`config.mk`:
```
export PLATFORM = sky130hd
export DESIGN_NAME = mpeg_audio_frame_header_decode_top
export DESIGN_NICKNAME = d
export VERILOG_FILES = /design/src/rtl/mafhd_pkg.sv /design/src/rtl/mafhd_front.sv /design/src/rtl/mafhd_fifo.sv /design/src/rtl/mafhd_back.sv /design/src/rtl/mpeg_audio_frame_header_decode_top.sv
export SDC_FILE = /design/constraint.sdc
export NUM_CORES = 2
export LEC_CHECK = 0
export ABC_AREA = 1
export BUFFER_PORTS_ARGS = -buffer_cell sky130_fd_sc_hd__buf_2
export CAP_MARGIN = 20
export CORE_MARGIN = 4
export CORE_UTILIZATION = 63
export CTS_CLUSTER_DIAMETER = 120
export CTS_CLUSTER_SIZE = 24
export DETAILED_ROUTE_END_ITERATION = 10
export GPL_TIMING_DRIVEN = 0
export PLACE_DENSITY = 0.8
export SLEW_MARGIN = 20
export SYNTH_ARGS = -nofsm -noshare
export SYNTH_HDL_FRONTEND = slang
export SYNTH_HIERARCHICAL = 1
export SYNTH_SLANG_ARGS = --single-unit
```
`constraint.sdc`:
```
create_clock -name i_clk -period 15.6 [get_ports i_clk]
set_input_delay 1.56 -clock i_clk [delete_from_list [all_inputs] [get_ports i_clk]]
set_output_delay 1.56 -clock i_clk [all_outputs]
set_load 0.02 [all_outputs]
```
`src/rtl/mafhd_pkg.sv`:
```
// ----------------------------------------------------------------------------
// mafhd_pkg
// types, field codes and rate tables for the mpeg audio frame header decoder
// ----------------------------------------------------------------------------
package mafhd_pkg;

    localparam int HDR_W     = 32;
    localparam int KBPS_W    = 9;
    localparam int HZ_W      = 16;
    localparam int LEN_W     = 12;
    localparam int COEF_W    = 18;
    localparam int NUM_W     = 26;
    localparam int RCP_W     = 20;
    localparam int RCP_SHIFT = 32;
    localparam int QUO_W     = NUM_W + RCP_W - RCP_SHIFT;

    localparam logic [7:0] SYNC_BYTE0 = 8'hFF;
    localparam logic [7:0] SYNC_MASK1 = 8'hE0;

    localparam logic [1:0] VER_MPEG25 = 2'd0;
    localparam logic [1:0] VER_RSVD   = 2'd1;
    localparam logic [1:0] VER_MPEG2  = 2'd2;
    localparam logic [1:0] VER_MPEG1  = 2'd3;

    localparam logic [1:0] LAY_RSVD = 2'd0;
    localparam logic [1:0] LAY_III  = 2'd1;
    localparam logic [1:0] LAY_II   = 2'd2;
    localparam logic [1:0] LAY_I    = 2'd3;

    localparam logic [1:0] SRI_44K = 2'd0;
    localparam logic [1:0] SRI_48K = 2'd1;
    localparam logic [1:0] SRI_32K = 2'd2;
    localparam logic [1:0] SRI_RSVD = 2'd3;

    localparam logic [COEF_W-1:0] COEF_L1   = 18'd12000;
    localparam logic [COEF_W-1:0] COEF_HALF = 18'd72000;
    localparam logic [COEF_W-1:0] COEF_FULL = 18'd144000;

    typedef enum logic [1:0] {
        LEN_L1   = 2'b00,
        LEN_FULL = 2'b01,
        LEN_HALF = 2'b10
    } t_len_mode;

    typedef struct packed {
        logic              sync_ok;
        logic [1:0]        version_code;
        logic [1:0]        layer_code;
        logic              crc_present;
        logic              padded;
        logic [KBPS_W-1:0] bitrate_kbps;
        logic [HZ_W-1:0]   sample_rate_hz;
        logic              calc_ok;
        t_len_mode         len_mode;
        logic [RCP_W-1:0]  recip;
    } t_item;

    localparam logic [KBPS_W-1:0] KBPS_V1_L1 [16] = '{
        9'd0, 9'd32, 9'd64, 9'd96, 9'd128, 9'd160, 9'd192, 9'd224,
        9'd256, 9'd288, 9'd320, 9'd352, 9'd384, 9'd416, 9'd448, 9'd0};
    localparam logic [KBPS_W-1:0] KBPS_V1_L2 [16] = '{
        9'd0, 9'd32, 9'd48, 9'd56, 9'd64, 9'd80, 9'd96, 9'd112,
        9'd128, 9'd160, 9'd192, 9'd224, 9'd256, 9'd320, 9'd384, 9'd0};
    localparam logic [KBPS_W-1:0] KBPS_V1_L3 [16] = '{
        9'd0, 9'd32, 9'd40, 9'd48, 9'd56, 9'd64, 9'd80, 9'd96,
        9'd112, 9'd128, 9'd160, 9'd192, 9'd224, 9'd256, 9'd320, 9'd0};
    localparam logic [KBPS_W-1:0] KBPS_V2_L1 [16] = '{
        9'd0, 9'd32, 9'd48, 9'd56, 9'd64, 9'd80, 9'd96, 9'd112,
        9'd128, 9'd144, 9'd160, 9'd176, 9'd192, 9'd224, 9'd256, 9'd0};
    localparam logic [KBPS_W-1:0] KBPS_V2_L23 [16] = '{
        9'd0, 9'd8, 9'd16, 9'd24, 9'd32, 9'd40, 9'd48, 9'd56,
        9'd64, 9'd80, 9'd96, 9'd112, 9'd128, 9'd144, 9'd160, 9'd0};

    function automatic logic [KBPS_W-1:0] kbps_lookup(
        input logic [1:0] ver,
        input logic [1:0] lay,
        input logic [3:0] idx
    );
        logic [KBPS_W-1:0] kbps;
        kbps = '0;
        if (ver == VER_RSVD || lay == LAY_RSVD) begin
            kbps = '0;
        end else if (ver == VER_MPEG1) begin
            unique case (lay)
                LAY_I:   kbps = KBPS_V1_L1[idx];
                LAY_II:  kbps = KBPS_V1_L2[idx];
                default: kbps = KBPS_V1_L3[idx];
            endcase
        end else if (lay == LAY_I) begin
            kbps = KBPS_V2_L1[idx];
        end else begin
            kbps = KBPS_V2_L23[idx];
        end
        return kbps;
    endfunction

    function automatic logic [HZ_W-1:0] hz_lookup(
        input logic [1:0] ver,
        input logic [1:0] sri
    );
        logic [HZ_W-1:0] hz;
        hz = '0;
        unique case (ver)
            VER_MPEG1: begin
                unique case (sri)
                    SRI_44K: hz = 16'd44100;
                    SRI_48K: hz = 16'd48000;
                    SRI_32K: hz = 16'd32000;
                    default: hz = '0;
                endcase
            end
            VER_MPEG2: begin
                unique case (sri)
                    SRI_44K: hz = 16'd22050;
                    SRI_48K: hz = 16'd24000;
                    SRI_32K: hz = 16'd16000;
                    default: hz = '0;
                endcase
            end
            VER_MPEG25: begin
                unique case (sri)
                    SRI_44K: hz = 16'd11025;
                    SRI_48K: hz = 16'd12000;
                    SRI_32K: hz = 16'd8000;
                    default: hz = '0;
                endcase
            end
            default: hz = '0;
        endcase
        return hz;
    endfunction

    // floor(2^32 / rate)
    function automatic logic [RCP_W-1:0] recip_lookup(
        input logic [1:0] ver,
        input logic [1:0] sri
    );
        logic [RCP_W-1:0] rcp;
        rcp = '0;
        unique case (ver)
            VER_MPEG1: begin
                unique case (sri)
                    SRI_44K: rcp = 20'd97391;
                    SRI_48K: rcp = 20'd89478;
                    SRI_32K: rcp = 20'd134217;
                    default: rcp = '0;
                endcase
            end
            VER_MPEG2: begin
                unique case (sri)
                    SRI_44K: rcp = 20'd194783;
                    SRI_48K: rcp = 20'd178956;
                    SRI_32K: rcp = 20'd268435;
                    default: rcp = '0;
                endcase
            end
            VER_MPEG25: begin
                unique case (sri)
                    SRI_44K: rcp = 20'd389566;
                    SRI_48K: rcp = 20'd357913;
                    SRI_32K: rcp = 20'd536870;
                    default: rcp = '0;
                endcase
            end
            default: rcp = '0;
        endcase
        return rcp;
    endfunction

endpackage

```
`src/rtl/mafhd_front.sv`:
```
// ----------------------------------------------------------------------------
// mafhd_front
// unpacks a header word, looks up rates and classifies the length formula
// ----------------------------------------------------------------------------
module mafhd_front (
    input  logic [mafhd_pkg::HDR_W-1:0] i_header_word,
    output mafhd_pkg::t_item            o_item
);
    import mafhd_pkg::*;

    logic [7:0]        b0;
    logic [7:0]        b1;
    logic [7:0]        b2;
    logic [1:0]        ver;
    logic [1:0]        lay;
    logic [1:0]        sri;
    logic              sync;
    logic [KBPS_W-1:0] kbps;
    logic [HZ_W-1:0]   hz;

    assign b0   = i_header_word[31:24];
    assign b1   = i_header_word[23:16];
    assign b2   = i_header_word[15:8];
    assign ver  = b1[4:3];
    assign lay  = b1[2:1];
    assign sri  = b2[3:2];
    assign sync = (b0 == SYNC_BYTE0) && ((b1 & SYNC_MASK1) == SYNC_MASK1);
    assign kbps = kbps_lookup(ver, lay, b2[7:4]);
    assign hz   = hz_lookup(ver, sri);

    always_comb begin
        o_item.sync_ok        = sync;
        o_item.version_code   = ver;
        o_item.layer_code     = lay;
        o_item.crc_present    = ~b1[0];
        o_item.padded         = b2[1];
        o_item.bitrate_kbps   = kbps;
        o_item.sample_rate_hz = hz;
        o_item.calc_ok        = sync && (kbps != '0) && (hz != '0);
        o_item.recip          = recip_lookup(ver, sri);
        if (lay == LAY_I) begin
            o_item.len_mode = LEN_L1;
        end else if (lay == LAY_II || ver == VER_MPEG1) begin
            o_item.len_mode = LEN_FULL;
        end else begin
            o_item.len_mode = LEN_HALF;
        end
    end

endmodule

```
`src/rtl/mafhd_fifo.sv`:
```
// ----------------------------------------------------------------------------
// mafhd_fifo
// short queue of classified headers between front and back
// ----------------------------------------------------------------------------
module mafhd_fifo #(
    parameter int DEPTH = 4
) (
    input  logic              i_clk,
    input  logic              i_rst_n,
    input  logic              i_push,
    input  mafhd_pkg::t_item  i_item,
    output logic              o_full,
    input  logic              i_take,
    output mafhd_pkg::t_item  o_item,
    output logic              o_empty
);
    import mafhd_pkg::*;

    localparam int PTR_W = (DEPTH > 1) ? $clog2(DEPTH) : 1;
    localparam int CNT_W = $clog2(DEPTH + 1);
    localparam logic [PTR_W-1:0] LAST  = PTR_W'(DEPTH - 1);
    localparam logic [CNT_W-1:0] FULLC = CNT_W'(DEPTH);

    t_item            r_mem [DEPTH];
    logic [PTR_W-1:0] r_wr;
    logic [PTR_W-1:0] r_rd;
    logic [CNT_W-1:0] r_cnt;
    logic [PTR_W-1:0] n_wr;
    logic [PTR_W-1:0] n_rd;
    logic [CNT_W-1:0] n_cnt;
    logic             do_wr;
    logic             do_rd;

    assign o_full  = (r_cnt == FULLC);
    assign o_empty = (r_cnt == '0);
    assign do_wr   = i_push && !o_full;
    assign do_rd   = i_take && !o_empty;
    assign o_item  = r_mem[r_rd];

    always_comb begin
        n_wr  = do_wr ? ((r_wr == LAST) ? '0 : r_wr + 1'b1) : r_wr;
        n_rd  = do_rd ? ((r_rd == LAST) ? '0 : r_rd + 1'b1) : r_rd;
        n_cnt = r_cnt;
        if (do_wr && !do_rd) begin
            n_cnt = r_cnt + 1'b1;
        end else if (do_rd && !do_wr) begin
            n_cnt = r_cnt - 1'b1;
        end
    end

    always_ff @(posedge i_clk) begin
        if (!i_rst_n) begin
            r_wr  <= '0;
            r_rd  <= '0;
            r_cnt <= '0;
        end else begin
            r_wr  <= n_wr;
            r_rd  <= n_rd;
            r_cnt <= n_cnt;
        end
    end

    always_ff @(posedge i_clk) begin
        if (do_wr) begin
            r_mem[r_wr] <= i_item;
        end
    end

endmodule

```
`src/rtl/mafhd_back.sv`:
```
// ----------------------------------------------------------------------------
// mafhd_back
// frame length pipeline: numerator, reciprocal multiply, quotient times rate, correction, output
// ----------------------------------------------------------------------------
module mafhd_back (
    input  logic                        i_clk,
    input  logic                        i_rst_n,
    input  mafhd_pkg::t_item            i_item,
    input  logic                        i_item_valid,
    output logic                        o_item_take,
    input  logic                        i_pop,
    output logic                        o_empty,
    output mafhd_pkg::t_item            o_item,
    output logic [mafhd_pkg::LEN_W-1:0] o_frame_bytes
);
    import mafhd_pkg::*;

    localparam int PROD1_W = COEF_W + KBPS_W;
    localparam int PROD2_W = NUM_W + RCP_W;
    localparam int PROD3_W = QUO_W + HZ_W;

    logic              en;
    logic              r_v1, r_v2, r_v3, r_v4;
    t_item             r_i1, r_i2, r_i3, r_i4;
    logic [NUM_W-1:0]  r_num1, r_num2, r_num3;
    logic [QUO_W-1:0]  r_qest2, r_qest3;
    logic [NUM_W-1:0]  r_qsr3;
    logic [LEN_W-1:0]  r_len4;

    logic [COEF_W-1:0]  coef;
    logic [PROD1_W-1:0] prod1;
    logic [PROD2_W-1:0] prod2;
    logic [PROD3_W-1:0] prod3;
    logic [NUM_W-1:0]   rem;
    logic [QUO_W-1:0]   quo;
    logic [QUO_W-1:0]   base;
    logic [QUO_W+1:0]   base_x4;
    logic [LEN_W-1:0]   n_len4;

    assign en          = !r_v4 || i_pop;
    assign o_item_take = en;
    assign o_empty     = !r_v4;
    assign o_item      = r_i4;
    assign o_frame_bytes = r_len4;

    always_comb begin
        case (i_item.len_mode)
            LEN_L1:   coef = COEF_L1;
            LEN_HALF: coef = COEF_HALF;
            default:  coef = COEF_FULL;
        endcase
    end

    assign prod1 = coef * i_item.bitrate_kbps;
    assign prod2 = r_num1 * r_i1.recip;
    assign prod3 = r_qest2 * r_i2.sample_rate_hz;

    always_comb begin
        rem     = r_num3 - r_qsr3;
        quo     = (rem >= NUM_W'(r_i3.sample_rate_hz)) ? r_qest3 + 1'b1 : r_qest3;
        base    = quo + QUO_W'(r_i3.padded);
        base_x4 = {base, 2'b00};
        if (!r_i3.calc_ok) begin
            n_len4 = '0;
        end else if (r_i3.len_mode == LEN_L1) begin
            n_len4 = base_x4[LEN_W-1:0];
        end else begin
            n_len4 = base[LEN_W-1:0];
        end
    end

    always_ff @(posedge i_clk) begin
        if (!i_rst_n) begin
            r_v1 <= 1'b0;
            r_v2 <= 1'b0;
            r_v3 <= 1'b0;
            r_v4 <= 1'b0;
        end else if (en) begin
            r_v1 <= i_item_valid;
            r_v2 <= r_v1;
            r_v3 <= r_v2;
            r_v4 <= r_v3;
        end
    end

    always_ff @(posedge i_clk) begin
        if (en) begin
            r_i1    <= i_item;
            r_num1  <= prod1[NUM_W-1:0];
            r_i2    <= r_i1;
            r_num2  <= r_num1;
            r_qest2 <= prod2[PROD2_W-1:RCP_SHIFT];
            r_i3    <= r_i2;
            r_num3  <= r_num2;
            r_qest3 <= r_qest2;
            r_qsr3  <= prod3[NUM_W-1:0];
            r_i4    <= r_i3;
            r_len4  <= n_len4;
        end
    end

endmodule

```
`src/rtl/mpeg_audio_frame_header_decode_top.sv`:
```
// path: accepted header -> queue -> four-stage length pipeline -> outputs
// throughput: one header per cycle unless stalled, set by the length pipeline
// a result waiting at the output stalls the pipeline; headers keep filling
// the QUEUE_DEPTH-entry queue behind it until full rises
// reset: synchronous active-low, empties queue and pipeline, no clearing pass
// ----------------------------------------------------------------------------
// mpeg_audio_frame_header_decode_top
// decodes mpeg audio frame header words into fields, rates and frame length
// ----------------------------------------------------------------------------
module mpeg_audio_frame_header_decode_top #(
    parameter int QUEUE_DEPTH = 4
) (
    input  logic                         i_clk,
    input  logic                         i_rst_n,
    input  logic                         push,
    output logic                         full,
    input  logic [mafhd_pkg::HDR_W-1:0]  i_header_word,
    output logic                         empty,
    input  logic                         pop,
    output logic                         o_sync_ok,
    output logic [1:0]                   o_version_code,
    output logic [1:0]                   o_layer_code,
    output logic                         o_crc_present,
    output logic                         o_padded,
    output logic [mafhd_pkg::KBPS_W-1:0] o_bitrate_kbps,
    output logic [mafhd_pkg::HZ_W-1:0]   o_sample_rate_hz,
    output logic [mafhd_pkg::LEN_W-1:0]  o_frame_bytes
);
    import mafhd_pkg::*;

    t_item front_item;
    t_item queue_item;
    t_item out_item;
    logic  queue_empty;
    logic  back_take;

    mafhd_front u_front (
        .i_header_word (i_header_word),
        .o_item        (front_item)
    );

    mafhd_fifo #(
        .DEPTH (QUEUE_DEPTH)
    ) u_fifo (
        .i_clk   (i_clk),
        .i_rst_n (i_rst_n),
        .i_push  (push),
        .i_item  (front_item),
        .o_full  (full),
        .i_take  (back_take),
        .o_item  (queue_item),
        .o_empty (queue_empty)
    );

    mafhd_back u_back (
        .i_clk         (i_clk),
        .i_rst_n       (i_rst_n),
        .i_item        (queue_item),
        .i_item_valid  (!queue_empty),
        .o_item_take   (back_take),
        .i_pop         (pop),
        .o_empty       (empty),
        .o_item        (out_item),
        .o_frame_bytes (o_frame_bytes)
    );

    assign o_sync_ok        = out_item.sync_ok;
    assign o_version_code   = out_item.version_code;
    assign o_layer_code     = out_item.layer_code;
    assign o_crc_present    = out_item.crc_present;
    assign o_padded         = out_item.padded;
    assign o_bitrate_kbps   = out_item.bitrate_kbps;
    assign o_sample_rate_hz = out_item.sample_rate_hz;

endmodule

```
==> results_dict.tcl <==
set metrics [dict create \
    post_drt_wl_per_cell_um 18.7 \
    finClkSkew_ps 17.4 \
    slowest_delay_ps 670 \
    cts.reportedPaths.clkPinSlew_ps 100 \
    grt_pass1_vias 33000 \
    cts_setup_buffers 0 \
    dr.pass1.iters 6 \
    drcViolationCount 0 \
    placed_area_mm2 0.0469 \
    design_area_mm2 0.0477 \
    r2r_slack_ps 7940 \
    vias 32100 \
    yosys_warnings 6 \
    grt.overflow.total 0 \
    initialDrtViolationCount 2862 \
    layout_commonest_cell "inv_1" \
    cts_tree "built" \
    diodes 0 \
    hold_viol_final 0 \
    syn2layout_area_growth_pct 5.66 \
    root_buffer "clkbuf_16" \
    slew_headroom_pct 26.8 \
    status "finished clean" \
    rsz0062_at_grt "false" \
    viasPerCell 5.48 \
    max_freq_mhz 130 \
    antenna_found_initial 0 \
    grt_util_all_layers_pct 29.9 \
    rr_endpoint "u_back/r_num1[25]" \
    crit_top_cell "inv_1" \
    ff2ff_path_depth 30 \
    finalCritPeriodShare_pct 49.1 \
    initial_core_util_pct 64.0 \
    setup_viol 0 \
    grt_max_degree 119 \
    drtAntennaViolNets 0 \
    final_cell_mix "1175 x inv_1, 1033 x nand2_1, 558 x fa_1, 504 x edfxtp_1, 329 x ha_1" \
    hold_path_startpoint "u_back/r_i3[47]" \
    h-tree-depth 1 \
    rows 97 \
    die_area_mm2 0.0760 \
    startpoint_type "flip-flop" \
    cts_hold_buf 0 \
    synth.avg_cell_area_um2 9.43 \
    cts-buffers-inserted 26 \
    cap_violations 0 \
    coreArea_mm2 0.0705 \
    routed_wl_mm 109 \
    gp_congestion 0.988 \
    cp.arrival_ps 8010 \
    clockBufferDepth 3 \
    die_w_um 276 \
    tns_ps 0 \
    worstPathRequired_ps 15940 \
    crit_path_end_kind "flip-flop" \
    pin_count 82 \
    post_cts_resized 0 \
    synthCells 4785 \
    clock-sinks 517 \
    critical_path_peak_fanout 10 \
    insertion_delay_ps 600 \
    worstMarginPinSlew_ps 1100 \
    crit_type "reg2reg" \
    whs_path_depth 0 \
    slowest_stage "o22ai_1" \
    die_y_um 276 \
    drv_slew 0 \
    hpwl_mm 86.3 \
    grt_first_pass_wirelength_mm 175 \
    port_buffers 69 \
    layout.nets 5818 \
    hold_end "u_back/o_item[47]" \
    final_layout_size_suffix_gt1_share_pct 4.60 \
    hp-class "reg2reg" \
    syn_area_mm2 0.0451 \
    fin_crit_ps 7660 \
]
-- layout make-up --
| type | count | area (um^2) |
|---|---|---|
| Sequential cell | 517 | 15400 |
| Tap cell | 940 | 1180 |
| Fill cell | 5264 | 22800 |
| Inverter | 1194 | 4490 |
| Clock inverter | 5 | 58.8 |
| Multi-Input combinational cell | 2899 | 24400 |
| Timing Repair Buffer | 79 | 583 |
| Clock buffer | 36 | 688 |
| Buffer | 178 | 837 |
-- worst max path at each step --
stage	cells past startpoint	startpoint	end
CTS	22	u_back/r_num1[6]	u_back/r_qest2[13]
floorplan	8	pop	u_fifo/r_cnt[1]
finish	30	flip-flop	u_back/r_num1[25]
detailed placement	22	u_back/r_num1[6]	u_back/r_qest2[13]
global route	30	flip-flop	u_back/r_num1[24]
global placement	9	pop	u_fifo/r_cnt[1]
-- metal layers --
layer	global-route usage [%]	part of all wire, %	vias to the layer above
met5	0	0	-
met4	13.3	5.8	0
met3	6.75	9.7	311
met2	48.9	46	1478
met1	38.5	38	15500
li1	-	-	14800
-- through the flow --
step	std cells	hold WS [ps]	worst slack, ps	utilization (%)
6_report	5848	413	7940	67.6
3_5_place_dp	5807	405	8030	66.5
4_1_cts	5848	418	8000	67.6
5_1_grt	5848	430	7400	67.6
3_3_place_gp	5797	400	3550	66.2
2_1_floorplan	4788	400	6300	-
-- registers in the layout, summed over array words and instances, names as in the netlist, 2 cells and up, named ones only --
register and cells:
u_back/o_frame_bytes 12, u_back/o_item 32, u_back/r_i1 55, u_back/r_i2 35, u_back/r_i3 35, u_back/r_num1 21, u_back/r_num2 21, u_back/r_num3 21
u_back/r_qest2 14, u_back/r_qest3 12, u_back/r_qsr3 26, u_fifo/r_cnt 3, u_fifo/r_mem 220, u_fifo/r_rd 2, u_fifo/r_wr 2
-- worst max-delay path, delay by kind of cell (launching register included) --
family,cells,cell delay (ps)
adder cells (fa/ha/maj),5,1990
AND/OR/NAND/NOR,12,1980
AO/OA/AOI/OAI,5,1560
buffers and inverters,7,1510
flip-flops,1,320
XOR/XNOR,1,60
Power is not shown: default switching activity piles up to over one toggle a cycle in this logic, so the estimate is an artifact.
